File: src/rtl/core/assert_macros.svh
// Assertion macros shared by the zpd RTL.
// Needs a clock named clk and an active-low reset named arst_n in scope.
`ifndef ASSERT_MACROS_SVH
`define ASSERT_MACROS_SVH

// Property must hold at every clock edge out of reset.
`define ZPD_ASSERT(name, prop) \
	name: assert property (@(posedge clk) disable iff (!arst_n) prop) \
	else $error("zpd: assertion failed");

// Expression must never be true out of reset.
`define ZPD_NEVER(name, expr) \
	`ZPD_ASSERT(name, !(expr))

`endif

File: src/rtl/core/zpd_pkg.sv
// Shared types and constants for the z-score peak detector.
// No dependencies; imported by zpd_mac and zscore_peak_detector_core.
package zpd_pkg;

	localparam int SAMPLE_BITS_DEF = 12;
	localparam int COUNT_BITS_DEF  = 16;

	// shared multiplier consumes one digit of its B operand per cycle
	localparam int DIG_W = 8;

	localparam int CALIB_BITS   = 8;
	localparam int THR_BITS     = 8;
	localparam int HOLD_BITS    = 16;
	localparam int TICK_BITS    = 16;
	localparam int CFG_DATA_W   = 16;
	localparam int CFG_IDX_W    = 2;
	localparam int LEFT_SHIFT   = 4;   // factor 16 on the deviation side
	localparam int MIN_CALIB    = 2;

	localparam logic [CALIB_BITS-1:0] CALIB_RST   = 8'd10;
	localparam logic [THR_BITS-1:0]   THR_RST     = 8'd12;
	localparam logic [HOLD_BITS-1:0]  HOLD_RST    = 16'd3;

	localparam logic [CFG_IDX_W-1:0] CFG_CALIB   = 2'd0;
	localparam logic [CFG_IDX_W-1:0] CFG_THRESH  = 2'd1;
	localparam logic [CFG_IDX_W-1:0] CFG_HOLDOFF = 2'd2;

	localparam logic [1:0] STATUS_CALIB = 2'd0;
	localparam logic [1:0] STATUS_BG    = 2'd1;
	localparam logic [1:0] STATUS_PEAK  = 2'd2;
	localparam logic [1:0] STATUS_TICK  = 2'd3;

	typedef struct packed {
		logic load;   // take new A and B operands
		logic clr;    // clear accumulator (only with load)
		logic step;   // one digit: acc +/- A*digit, shift operands
		logic sub;    // subtract this digit's partial product
	} zpd_mac_ctl_t;

endpackage

File: src/rtl/core/zscore_peak_detector_core.sv
// Top level of the z-score peak detector: sequencer, statistics and ports.
// Depends on zpd_pkg, zpd_mac and assert_macros.svh.
//
//  channel | handshake             | payload
//  --------+-----------------------+--------------------------------
//  in      | in_valid / in_ready   | command, sample
//  out     | out_valid / out_ready | status, peak_level
//  cfg     | cfg_valid / cfg_ready | cfg_index, cfg_data
//
// A tick skips the multiplier. A calibration sample runs one x*x operation; a tested
// sample runs the full sequence, longer when it joins the background or sets a new largest peak.
// Time per operation is set by the shared multiplier, 8 bits of B operand per cycle,
// plus the sequencing state ST_NEXT after each operation.
// The next word is taken while a result waits in the output register; the
// sequencer stalls only in ST_OUT until the output register is free.
// Reset clears all statistics and restores the configuration defaults.
`include "assert_macros.svh"

module zscore_peak_detector_core import zpd_pkg::*; #(
	parameter int SAMPLE_BITS = SAMPLE_BITS_DEF,
	parameter int COUNT_BITS  = COUNT_BITS_DEF
) (
	input  logic                   clk,
	input  logic                   arst_n,
	input  logic                   in_valid,
	output logic                   in_ready,
	input  logic                   command,
	input  logic [SAMPLE_BITS-1:0] sample,
	output logic                   out_valid,
	input  logic                   out_ready,
	output logic [1:0]             status,
	output logic [SAMPLE_BITS-1:0] peak_level,
	input  logic                   cfg_valid,
	output logic                   cfg_ready,
	input  logic [CFG_IDX_W-1:0]   cfg_index,
	input  logic [CFG_DATA_W-1:0]  cfg_data
);

	localparam int SB      = SAMPLE_BITS;
	localparam int CB      = COUNT_BITS;
	localparam int SUM_W   = SB + CB;
	localparam int SQ_W    = 2 * SB + CB;
	localparam int VAR_W   = 2 * SB + 2 * CB;
	localparam int LEFT_W  = 2 * SUM_W + CB + LEFT_SHIFT;
	localparam int ACC_W   = VAR_W + CB + 2 * THR_BITS;
	localparam int B_W     = SUM_W;
	localparam int DIV_SH  = SB + 4;
	localparam int DIV_RW  = DIV_SH - 1;
	localparam int DIV_RECIP = ((1 << DIV_SH) + 2) / 3;
	localparam int DIG_CNT  = (CB + DIG_W - 1) / DIG_W;
	localparam int DIG_SUM  = (SUM_W + DIG_W - 1) / DIG_W;
	localparam int DIG_LEFT = (CB + LEFT_SHIFT + DIG_W - 1) / DIG_W;
	localparam int DIG_SQ   = (SB + DIG_W - 1) / DIG_W;
	localparam int DIG_THR  = (THR_BITS + DIG_W - 1) / DIG_W;
	localparam int DIG_DIV  = (DIV_RW + DIG_W - 1) / DIG_W;
	localparam int CNT_W    = $clog2(DIG_SUM);

	typedef enum logic [3:0] {
		ST_IDLE = 4'b0001,
		ST_RUN  = 4'b0010,
		ST_NEXT = 4'b0100,
		ST_OUT  = 4'b1000
	} state_t;

	// operations on the shared unit
	typedef enum logic [3:0] {
		OP_SQ,    // x*x for a calibration or background update
		OP_NX,    // n*x
		OP_D2,    // d*d, d = |n*x - S|
		OP_LEFT,  // d^2 * 16(n-1)
		OP_NQ,    // n*Q
		OP_SS,    // minus S*S
		OP_RN,    // var * n
		OP_RV1,   // * v
		OP_RV2,   // * v
		OP_DIV    // (2x+prev) * recip(3)
	} op_t;

	state_t state_q;
	op_t    op_q;
	logic [CNT_W-1:0] cnt_q;

	logic [CALIB_BITS-1:0] calib_q;
	logic [THR_BITS-1:0]   thr_q;
	logic [HOLD_BITS-1:0]  hold_q;

	logic [CB-1:0]        count_q;
	logic [SUM_W-1:0]     sum_q;
	logic [SQ_W-1:0]      sq_q;
	logic [SB-1:0]        prev_q;
	logic [SB-1:0]        largest_q;
	logic [SB-1:0]        smoothed_q;
	logic [TICK_BITS-1:0] ticks_q;

	logic             cmd_q;
	logic [SB-1:0]    x_q;
	logic [LEFT_W-1:0] keep_q;
	logic [1:0]       pend_q;

	logic             out_valid_q;
	logic [1:0]       status_q;
	logic [SB-1:0]    level_q;

	logic st_idle, st_run, st_next, st_out;
	logic in_acc, out_free;
	logic [CALIB_BITS-1:0] calib_eff;
	logic calibrating;
	logic [SB-1:0]    x_cur;
	logic [SUM_W-1:0] nx_w, d_w;
	logic [VAR_W-1:0] var_w;
	logic [CB-1:0]    n_m1;
	logic [ACC_W-1:0] acc;
	logic outlier;
	logic report;
	logic load_go;
	op_t  ld_op;
	logic [ACC_W-1:0] a_in;
	logic [B_W-1:0]   b_in;
	logic [CNT_W-1:0] ld_cnt;
	zpd_mac_ctl_t     mac_ctl;

	assign st_idle = (state_q == ST_IDLE);
	assign st_run  = (state_q == ST_RUN);
	assign st_next = (state_q == ST_NEXT);
	assign st_out  = (state_q == ST_OUT);

	assign in_ready   = st_idle;
	assign in_acc     = in_valid && st_idle;
	assign out_free   = !out_valid_q || out_ready;
	assign cfg_ready  = 1'b1;
	assign out_valid  = out_valid_q;
	assign status     = status_q;
	assign peak_level = level_q;

	assign calib_eff   = (calib_q < CALIB_BITS'(MIN_CALIB)) ? CALIB_BITS'(MIN_CALIB) : calib_q;
	assign calibrating = count_q < CB'(calib_eff);
	assign x_cur       = st_idle ? sample : x_q;

	assign nx_w    = acc[SUM_W-1:0];
	assign d_w     = (nx_w >= sum_q) ? nx_w - sum_q : sum_q - nx_w;
	// acc is wider than the variance, so its top bit is the sign of n*Q - S^2
	assign var_w   = acc[ACC_W-1] ? '0 : acc[VAR_W-1:0];
	assign n_m1    = count_q - CB'(1);
	assign outlier = ACC_W'(keep_q) > acc;
	assign report  = ticks_q > hold_q;

	// pick the next operation
	always_comb begin
		load_go = 1'b0;
		ld_op   = OP_NX;
		if (in_acc && !command) begin
			load_go = 1'b1;
			ld_op   = calibrating ? OP_SQ : OP_NX;
		end else if (st_next) begin
			unique case (op_q)
				OP_NX:   begin load_go = 1'b1; ld_op = OP_D2;   end
				OP_D2:   begin load_go = 1'b1; ld_op = OP_LEFT; end
				OP_LEFT: begin load_go = 1'b1; ld_op = OP_NQ;   end
				OP_NQ:   begin load_go = 1'b1; ld_op = OP_SS;   end
				OP_SS:   begin load_go = 1'b1; ld_op = OP_RN;   end
				OP_RN:   begin load_go = 1'b1; ld_op = OP_RV1;  end
				OP_RV1:  begin load_go = 1'b1; ld_op = OP_RV2;  end
				OP_RV2: begin
					if (!outlier) begin
						load_go = 1'b1;
						ld_op   = OP_SQ;
					end else if (report && x_q > largest_q) begin
						load_go = 1'b1;
						ld_op   = OP_DIV;
					end
				end
				default: begin
					load_go = 1'b0;
				end
			endcase
		end
	end

	// operands for the operation being loaded
	always_comb begin
		a_in   = '0;
		b_in   = '0;
		ld_cnt = '0;
		unique case (ld_op)
			OP_SQ: begin
				a_in   = ACC_W'(x_cur);
				b_in   = B_W'(x_cur);
				ld_cnt = CNT_W'(DIG_SQ - 1);
			end
			OP_NX: begin
				a_in   = ACC_W'(x_cur);
				b_in   = B_W'(count_q);
				ld_cnt = CNT_W'(DIG_CNT - 1);
			end
			OP_D2: begin
				a_in   = ACC_W'(d_w);
				b_in   = B_W'(d_w);
				ld_cnt = CNT_W'(DIG_SUM - 1);
			end
			OP_LEFT: begin
				a_in   = acc;
				b_in   = B_W'({n_m1, {LEFT_SHIFT{1'b0}}});
				ld_cnt = CNT_W'(DIG_LEFT - 1);
			end
			OP_NQ: begin
				a_in   = ACC_W'(sq_q);
				b_in   = B_W'(count_q);
				ld_cnt = CNT_W'(DIG_CNT - 1);
			end
			OP_SS: begin
				a_in   = ACC_W'(sum_q);
				b_in   = B_W'(sum_q);
				ld_cnt = CNT_W'(DIG_SUM - 1);
			end
			OP_RN: begin
				a_in   = ACC_W'(var_w);
				b_in   = B_W'(count_q);
				ld_cnt = CNT_W'(DIG_CNT - 1);
			end
			OP_RV1, OP_RV2: begin
				a_in   = acc;
				b_in   = B_W'(thr_q);
				ld_cnt = CNT_W'(DIG_THR - 1);
			end
			OP_DIV: begin
				a_in   = ACC_W'({x_q, 1'b0}) + ACC_W'(prev_q);
				b_in   = B_W'(DIV_RECIP);
				ld_cnt = CNT_W'(DIG_DIV - 1);
			end
			default: begin
				a_in = '0;
			end
		endcase
	end

	// S*S is taken off the n*Q already in the accumulator
	assign mac_ctl.load = load_go;
	assign mac_ctl.clr  = load_go && (ld_op != OP_SS);
	assign mac_ctl.step = st_run;
	assign mac_ctl.sub  = st_run && (op_q == OP_SS);

	zpd_mac #(
		.ACC_W (ACC_W),
		.B_W   (B_W)
	) u_mac (
		.clk    (clk),
		.arst_n (arst_n),
		.ctl    (mac_ctl),
		.a_in   (a_in),
		.b_in   (b_in),
		.acc    (acc)
	);

	// item payload and intermediate holds
	always_ff @(posedge clk) begin
		if (in_acc) begin
			cmd_q <= command;
			x_q   <= sample;
		end
		if (st_next && op_q == OP_LEFT) begin
			keep_q <= acc[LEFT_W-1:0];
		end
		if (st_out && out_free) begin
			status_q <= pend_q;
			level_q  <= smoothed_q;
		end
	end

	always_ff @(posedge clk or negedge arst_n) begin
		if (!arst_n) begin
			state_q     <= ST_IDLE;
			op_q        <= OP_NX;
			cnt_q       <= '0;
			pend_q      <= STATUS_CALIB;
			out_valid_q <= 1'b0;
			calib_q     <= CALIB_RST;
			thr_q       <= THR_RST;
			hold_q      <= HOLD_RST;
			count_q     <= '0;
			sum_q       <= '0;
			sq_q        <= '0;
			prev_q      <= '0;
			largest_q   <= '0;
			smoothed_q  <= '0;
			ticks_q     <= '0;
		end else begin
			if (cfg_valid) begin
				unique case (cfg_index)
					CFG_CALIB:   calib_q <= cfg_data[CALIB_BITS-1:0];
					CFG_THRESH:  thr_q   <= cfg_data[THR_BITS-1:0];
					CFG_HOLDOFF: hold_q  <= cfg_data[HOLD_BITS-1:0];
					default:     calib_q <= calib_q;
				endcase
			end

			if (st_out && out_free) begin
				out_valid_q <= 1'b1;
			end else if (out_ready) begin
				out_valid_q <= 1'b0;
			end

			unique case (state_q)
				ST_IDLE: begin
					if (in_acc) begin
						if (command) begin
							pend_q  <= STATUS_TICK;
							state_q <= ST_OUT;
						end else begin
							pend_q  <= calibrating ? STATUS_CALIB : STATUS_BG;
							op_q    <= ld_op;
							cnt_q   <= ld_cnt;
							state_q <= ST_RUN;
						end
					end
				end
				ST_RUN: begin
					if (cnt_q == '0) begin
						state_q <= ST_NEXT;
					end else begin
						cnt_q <= cnt_q - CNT_W'(1);
					end
				end
				ST_NEXT: begin
					if (op_q == OP_SQ && count_q != '1) begin
						count_q <= count_q + CB'(1);
						sum_q   <= sum_q + SUM_W'(x_q);
						sq_q    <= sq_q + SQ_W'(acc[2*SB-1:0]);
					end
					if (op_q == OP_RV2 && outlier) begin
						if (report) begin
							pend_q  <= STATUS_PEAK;
							ticks_q <= '0;
							if (x_q > largest_q) begin
								largest_q <= x_q;
							end
						end else begin
							pend_q <= STATUS_BG;
						end
					end
					if (op_q == OP_DIV) begin
						smoothed_q <= acc[DIV_SH +: SB];
					end
					if (load_go) begin
						op_q    <= ld_op;
						cnt_q   <= ld_cnt;
						state_q <= ST_RUN;
					end else begin
						state_q <= ST_OUT;
					end
				end
				ST_OUT: begin
					if (out_free) begin
						if (cmd_q) begin
							if (ticks_q != '1) begin
								ticks_q <= ticks_q + TICK_BITS'(1);
							end
						end else begin
							prev_q <= x_q;
						end
						state_q <= ST_IDLE;
					end
				end
				default: begin
					state_q <= ST_IDLE;
				end
			endcase
		end
	end

	`ZPD_ASSERT(a_busy_after_accept, in_valid && in_ready |=> !in_ready)
	`ZPD_ASSERT(a_run_ends_in_next, st_run && cnt_q == '0 |=> st_next)
	`ZPD_ASSERT(a_peak_restarts_ticks, out_valid_q && status_q == STATUS_PEAK |-> ticks_q == '0)

endmodule

File: src/rtl/core/zpd_mac.sv
// Shared digit-serial multiply-accumulate unit for the z-score detector.
// Depends on zpd_pkg (digit width, control struct) and assert_macros.svh.
`include "assert_macros.svh"

module zpd_mac import zpd_pkg::*; #(
	parameter int ACC_W = 2 * SAMPLE_BITS_DEF + 3 * COUNT_BITS_DEF + 2 * THR_BITS,
	parameter int B_W   = SAMPLE_BITS_DEF + COUNT_BITS_DEF
) (
	input  logic             clk,
	input  logic             arst_n,
	input  zpd_mac_ctl_t     ctl,
	input  logic [ACC_W-1:0] a_in,
	input  logic [B_W-1:0]   b_in,
	output logic [ACC_W-1:0] acc
);

	logic [ACC_W-1:0]       a_q;
	logic [B_W-1:0]         b_q;
	logic [ACC_W-1:0]       acc_q;
	logic [ACC_W-1:0]       part;

	assign part = a_q * ACC_W'(b_q[DIG_W-1:0]);
	assign acc  = acc_q;

	// A moves up one digit per step so the partial product lands in place
	always_ff @(posedge clk) begin
		if (ctl.load) begin
			a_q <= a_in;
			b_q <= b_in;
		end else if (ctl.step) begin
			a_q <= a_q << DIG_W;
			b_q <= b_q >> DIG_W;
		end
		if (ctl.clr) begin
			acc_q <= '0;
		end else if (ctl.step) begin
			acc_q <= ctl.sub ? acc_q - part : acc_q + part;
		end
	end

	`ZPD_NEVER(a_load_with_step, ctl.load && ctl.step)
	`ZPD_ASSERT(a_clr_needs_load, ctl.clr |-> ctl.load)
	`ZPD_ASSERT(a_sub_needs_step, ctl.sub |-> ctl.step)

endmodule
File: config.mk
export PLATFORM = sky130hd
export DESIGN_NAME = zscore_peak_detector_core
export DESIGN_NICKNAME = d
export VERILOG_FILES = /design/src/rtl/core/zpd_pkg.sv /design/src/rtl/core/zscore_peak_detector_core.sv /design/src/rtl/core/zpd_mac.sv
export VERILOG_INCLUDE_DIRS = /design/src /design/src/rtl/core
export SDC_FILE = /design/constraint.sdc
export NUM_CORES = 2
export LEC_CHECK = 0
export ABC_CLOCK_PERIOD_IN_PS = 14330
export BUFFER_PORTS_ARGS = -buffer_cell sky130_fd_sc_hd__clkbuf_2
export CORE_UTILIZATION = 24
export CTS_CLUSTER_DIAMETER = 120
export DETAILED_ROUTE_END_ITERATION = 10
export PLACE_DENSITY = 0.34
export SKIP_LAST_GASP = 1
export SLEW_MARGIN = 20
export SYNTH_ARGS = -nofsm -noshare
export SYNTH_HDL_FRONTEND = slang
export SYNTH_SLANG_ARGS = --single-unit
File: constraint.sdc
create_clock -name clk -period 14.33 [get_ports clk]
set_clock_uncertainty 0.15 [all_clocks]
set_input_delay 0 -clock clk [delete_from_list [all_inputs] [get_ports clk]]
set_output_delay 0 -clock clk [all_outputs]
set_load 0.005 [all_outputs]
==> metrics.txt <==
worst hold endpoint calib_q[4]$_DFFE_PN0P_; first-pass GRT wire length 341000 um; Post-DP Area 60200 um2; clk_lat worst skew 710 ps; max-slew violations 0; H-tree depth 3; critical-path maximum fanout 33; Yosys reg bits 488; syn_nets 7450; CTS Root Cell clkbuf_16; max-cap violations 0; CP Launch Type flip-flop; CORE AREA 233000 um2; TritonCTS clock tree done; reg-to-reg endpoint u_mac.acc[87]$_SDFFE_PP0P_; adder-cell share of the synthesized area 0.265; final period utilization 0.880; total grt overflow 0; CP Data Required Time 14800 ps; clk sinks 488; Post-Route WL 228000 um; Initial DRT Pass Iterations 8; worst slew pin tran 1200 ps; Crit-path slowest cell a2111oi_2; GPL Wtd Cong 0.880; Vias/cell 4.87; Mean Syn Cell Area 8.68 um2; antenna violations before repair 26; CP Class reg -> reg; HP Class in -> reg; Synth warnings 0; Placed Cells 9454; number of cells on the worst hold path 4; Total GRT Usage 0.192; final setup fails 0; Async SR Flop Fraction 0.371; post-layout min period 12610 ps; Design Area, Final 63300 um2; DRC viols 0; Worst-path clk slew 60 ps; initial drt markers 3395; setup TNS 0 ps; top sig layer met5; Post-Layout Cell Count 9668; Die ar. 238000 um2; cts repair resizes 0; DP HPWL 178000 um; Die X 487 um; RSZ-0062 raised after global routing no; row count 177; die height 487 um; Hold Violations, Final 0; reg2reg path depth 38; largest family of logic cells by synthesized area adder cells; number of port buffers 51; Most common cell on crit path fa_1; synth unique cells 111; Compound-Gate Fraction of Synth Area 0.181; CTS Buf Count 71; simple-gate share of the synthesized area 0.190; largest net degree at the start of global routing 87; Post-Synthesis Cells 6515; Hold Crit Start cfg_data[4]; Fillers 25275; vias in the first global route 48987; Post-Synth XOR/XNOR Area 0.0544; # nets final 7403; share of cells above drive strength 1 0.0558; FF-to-FF Start u_mac.b_q[6]$_DFFE_PP_; DR WL/cell 23.5 um; Mapped Area 56500 um2; Post-synth EDFFs 219; sequential-to-total area share from yosys stat 0.228; R2R setup slack 1720 ps; Starting Density 0.242; wl on met1 118000 um; post-synthesis mux area share 0.0138; Max Clk Rate 79.3 MHz; Crit. End Element flip-flop; Syn-to-layout area delta 11.9%; WL met3 7700 um; post-route ant nets 0; met2 WL post-DR 99900 um; boundary pin count 53; outcome complete, no violations; CTS Buffer Depth 3; CP arrival 13080 ps; via count 47123; Rel. slew slack 0.195; Worst path max stage delay 870 ps; Main synth FF type edfxtp_1; final hold slack 58.1 ps
Yosys cell counts, types with 81 or more instances:
cell	count	area, um2
o21ai_0	308	1540
ha_1	401	5020
dfxtp_1	88	1760
a21o_1	212	1590
a21oi_1	482	2410
dfrtp_1	173	4330
nand4_1	104	651
xnor2_1	204	1790
nor3_1	81	405
nand3_1	85	425
xor2_1	147	1290
clkbuf_1	263	987
fa_1	498	9970
nor2_1	340	1280
nand2_1	669	2510
and2_1	516	3230
edfxtp_1	219	6580
inv_1	689	2590
area by class of cell:
cell class	instances	area, um2	share of cell area
timing repair buffer	204	1630	0.0257
antenna	10	25.0	0.000395
tap	3132	3920	0.0619
clock buffer	92	1890	0.0298
clock inverter	39	448	0.00708
inverter	689	2590	0.0409
sequential	488	12900	0.204
multi-input combinational	5014	39900	0.631
layer usage:
layer,GRT usage,up-vias
met3,0.0158,135
li1,-,22188
met2,0.299,856
met1,0.292,23940
met5,0,-
met4,0.0263,4
how the worst max path moves through the flow:
| stage | end | depth (start not counted) | start |
|---|---|---|---|
| 3_5_place_dp | u_mac.acc[87]$_SDFFE_PP0P_ | 38 | u_mac.b_q[6]$_DFFE_PP_ |
| 6_report | u_mac.acc[87]$_SDFFE_PP0P_ | 38 | u_mac.b_q[6]$_DFFE_PP_ |
| 5_1_grt | u_mac.acc[87]$_SDFFE_PP0P_ | 38 | u_mac.b_q[4]$_DFFE_PP_ |
| 3_3_place_gp | u_mac.acc[87]$_SDFFE_PP0P_ | 38 | u_mac.b_q[6]$_DFFE_PP_ |
| 4_1_cts | u_mac.acc[87]$_SDFFE_PP0P_ | 38 | u_mac.b_q[6]$_DFFE_PP_ |
| 2_1_floorplan | u_mac.acc[87]$_SDFFE_PP0P_ | 42 | u_mac.b_q[7]$_DFFE_PP_ |
critical path, delay by kind of cell, from the launching register on:
| family | cells | cell delay [ps] |
|---|---|---|
| AO/OA/AOI/OAI | 14 | 4310 |
| AND/OR/NAND/NOR | 11 | 2870 |
| adder cells (fa/ha/maj) | 6 | 2840 |
| buffers and inverters | 4 | 1080 |
| flip-flops | 1 | 690 |
| XOR/XNOR | 3 | 500 |
layout by cell type, fill, tap and decap left out, types with 52 or more instances in the layout:
cell type	instances
xnor2_1	204
edfxtp_1	219
nand3_1	85
nand4_1	104
dfxtp_1	88
inv_1	689
clkbuf_16	72
dfrtp_1	173
nand2_1	668
nor3_1	77
a21oi_1	482
a22o_1	54
fa_1	498
buf_4	78
o21bai_1	59
nor2_1	336
a21o_1	211
dlygate4sd3_1	72
and2_1	516
nor2b_1	52
ha_1	401
xor2_1	147
and3_1	61
o21ai_0	308
state kept, by name (all words and copies together), names as in the netlist, 4 cells and up:
signal,count
op_q,4
sq_q,40
hold_q,16
u_mac.acc,88
u_mac.a_q,88
peak_level,12
prev_q,12
smoothed_q,12
calib_q,8
ticks_q,16
sum_q,28
x_q,12
state_q,4
count_q,16
u_mac.b_q,28
thr_q,8
keep_q,76
largest_q,12
stage by stage:
step / util / worst slack (ps)
floorplan: - / 4150
global placement: 0.258 / 1750
detailed placement: 0.258 / 1780
CTS: 0.271 / 1670
global route: 0.271 / 987
finish: 0.271 / 1720
logic make-up (layout without fill, tap and decap cells):
logic type | Yosys count | count (layout)
compound gates | 1574 | 1574
xor+xnor | 351 | 351
fa+ha+maj | 899 | 899
buf+inv | 1013 | 1024
flops | 488 | 488
mux | 72 | 72
other cells | 1 | 11
simple gates | 2117 | 2117
repair_timing:
action,in CTS,in global routing
buffers inserted,0,0
endpoints found under the hold margin,157,0
hold buffers,73,0
Power is left out: the tool's default activity adds up to more than one toggle a clock period on the data nets, which glitch-free logic cannot reach.
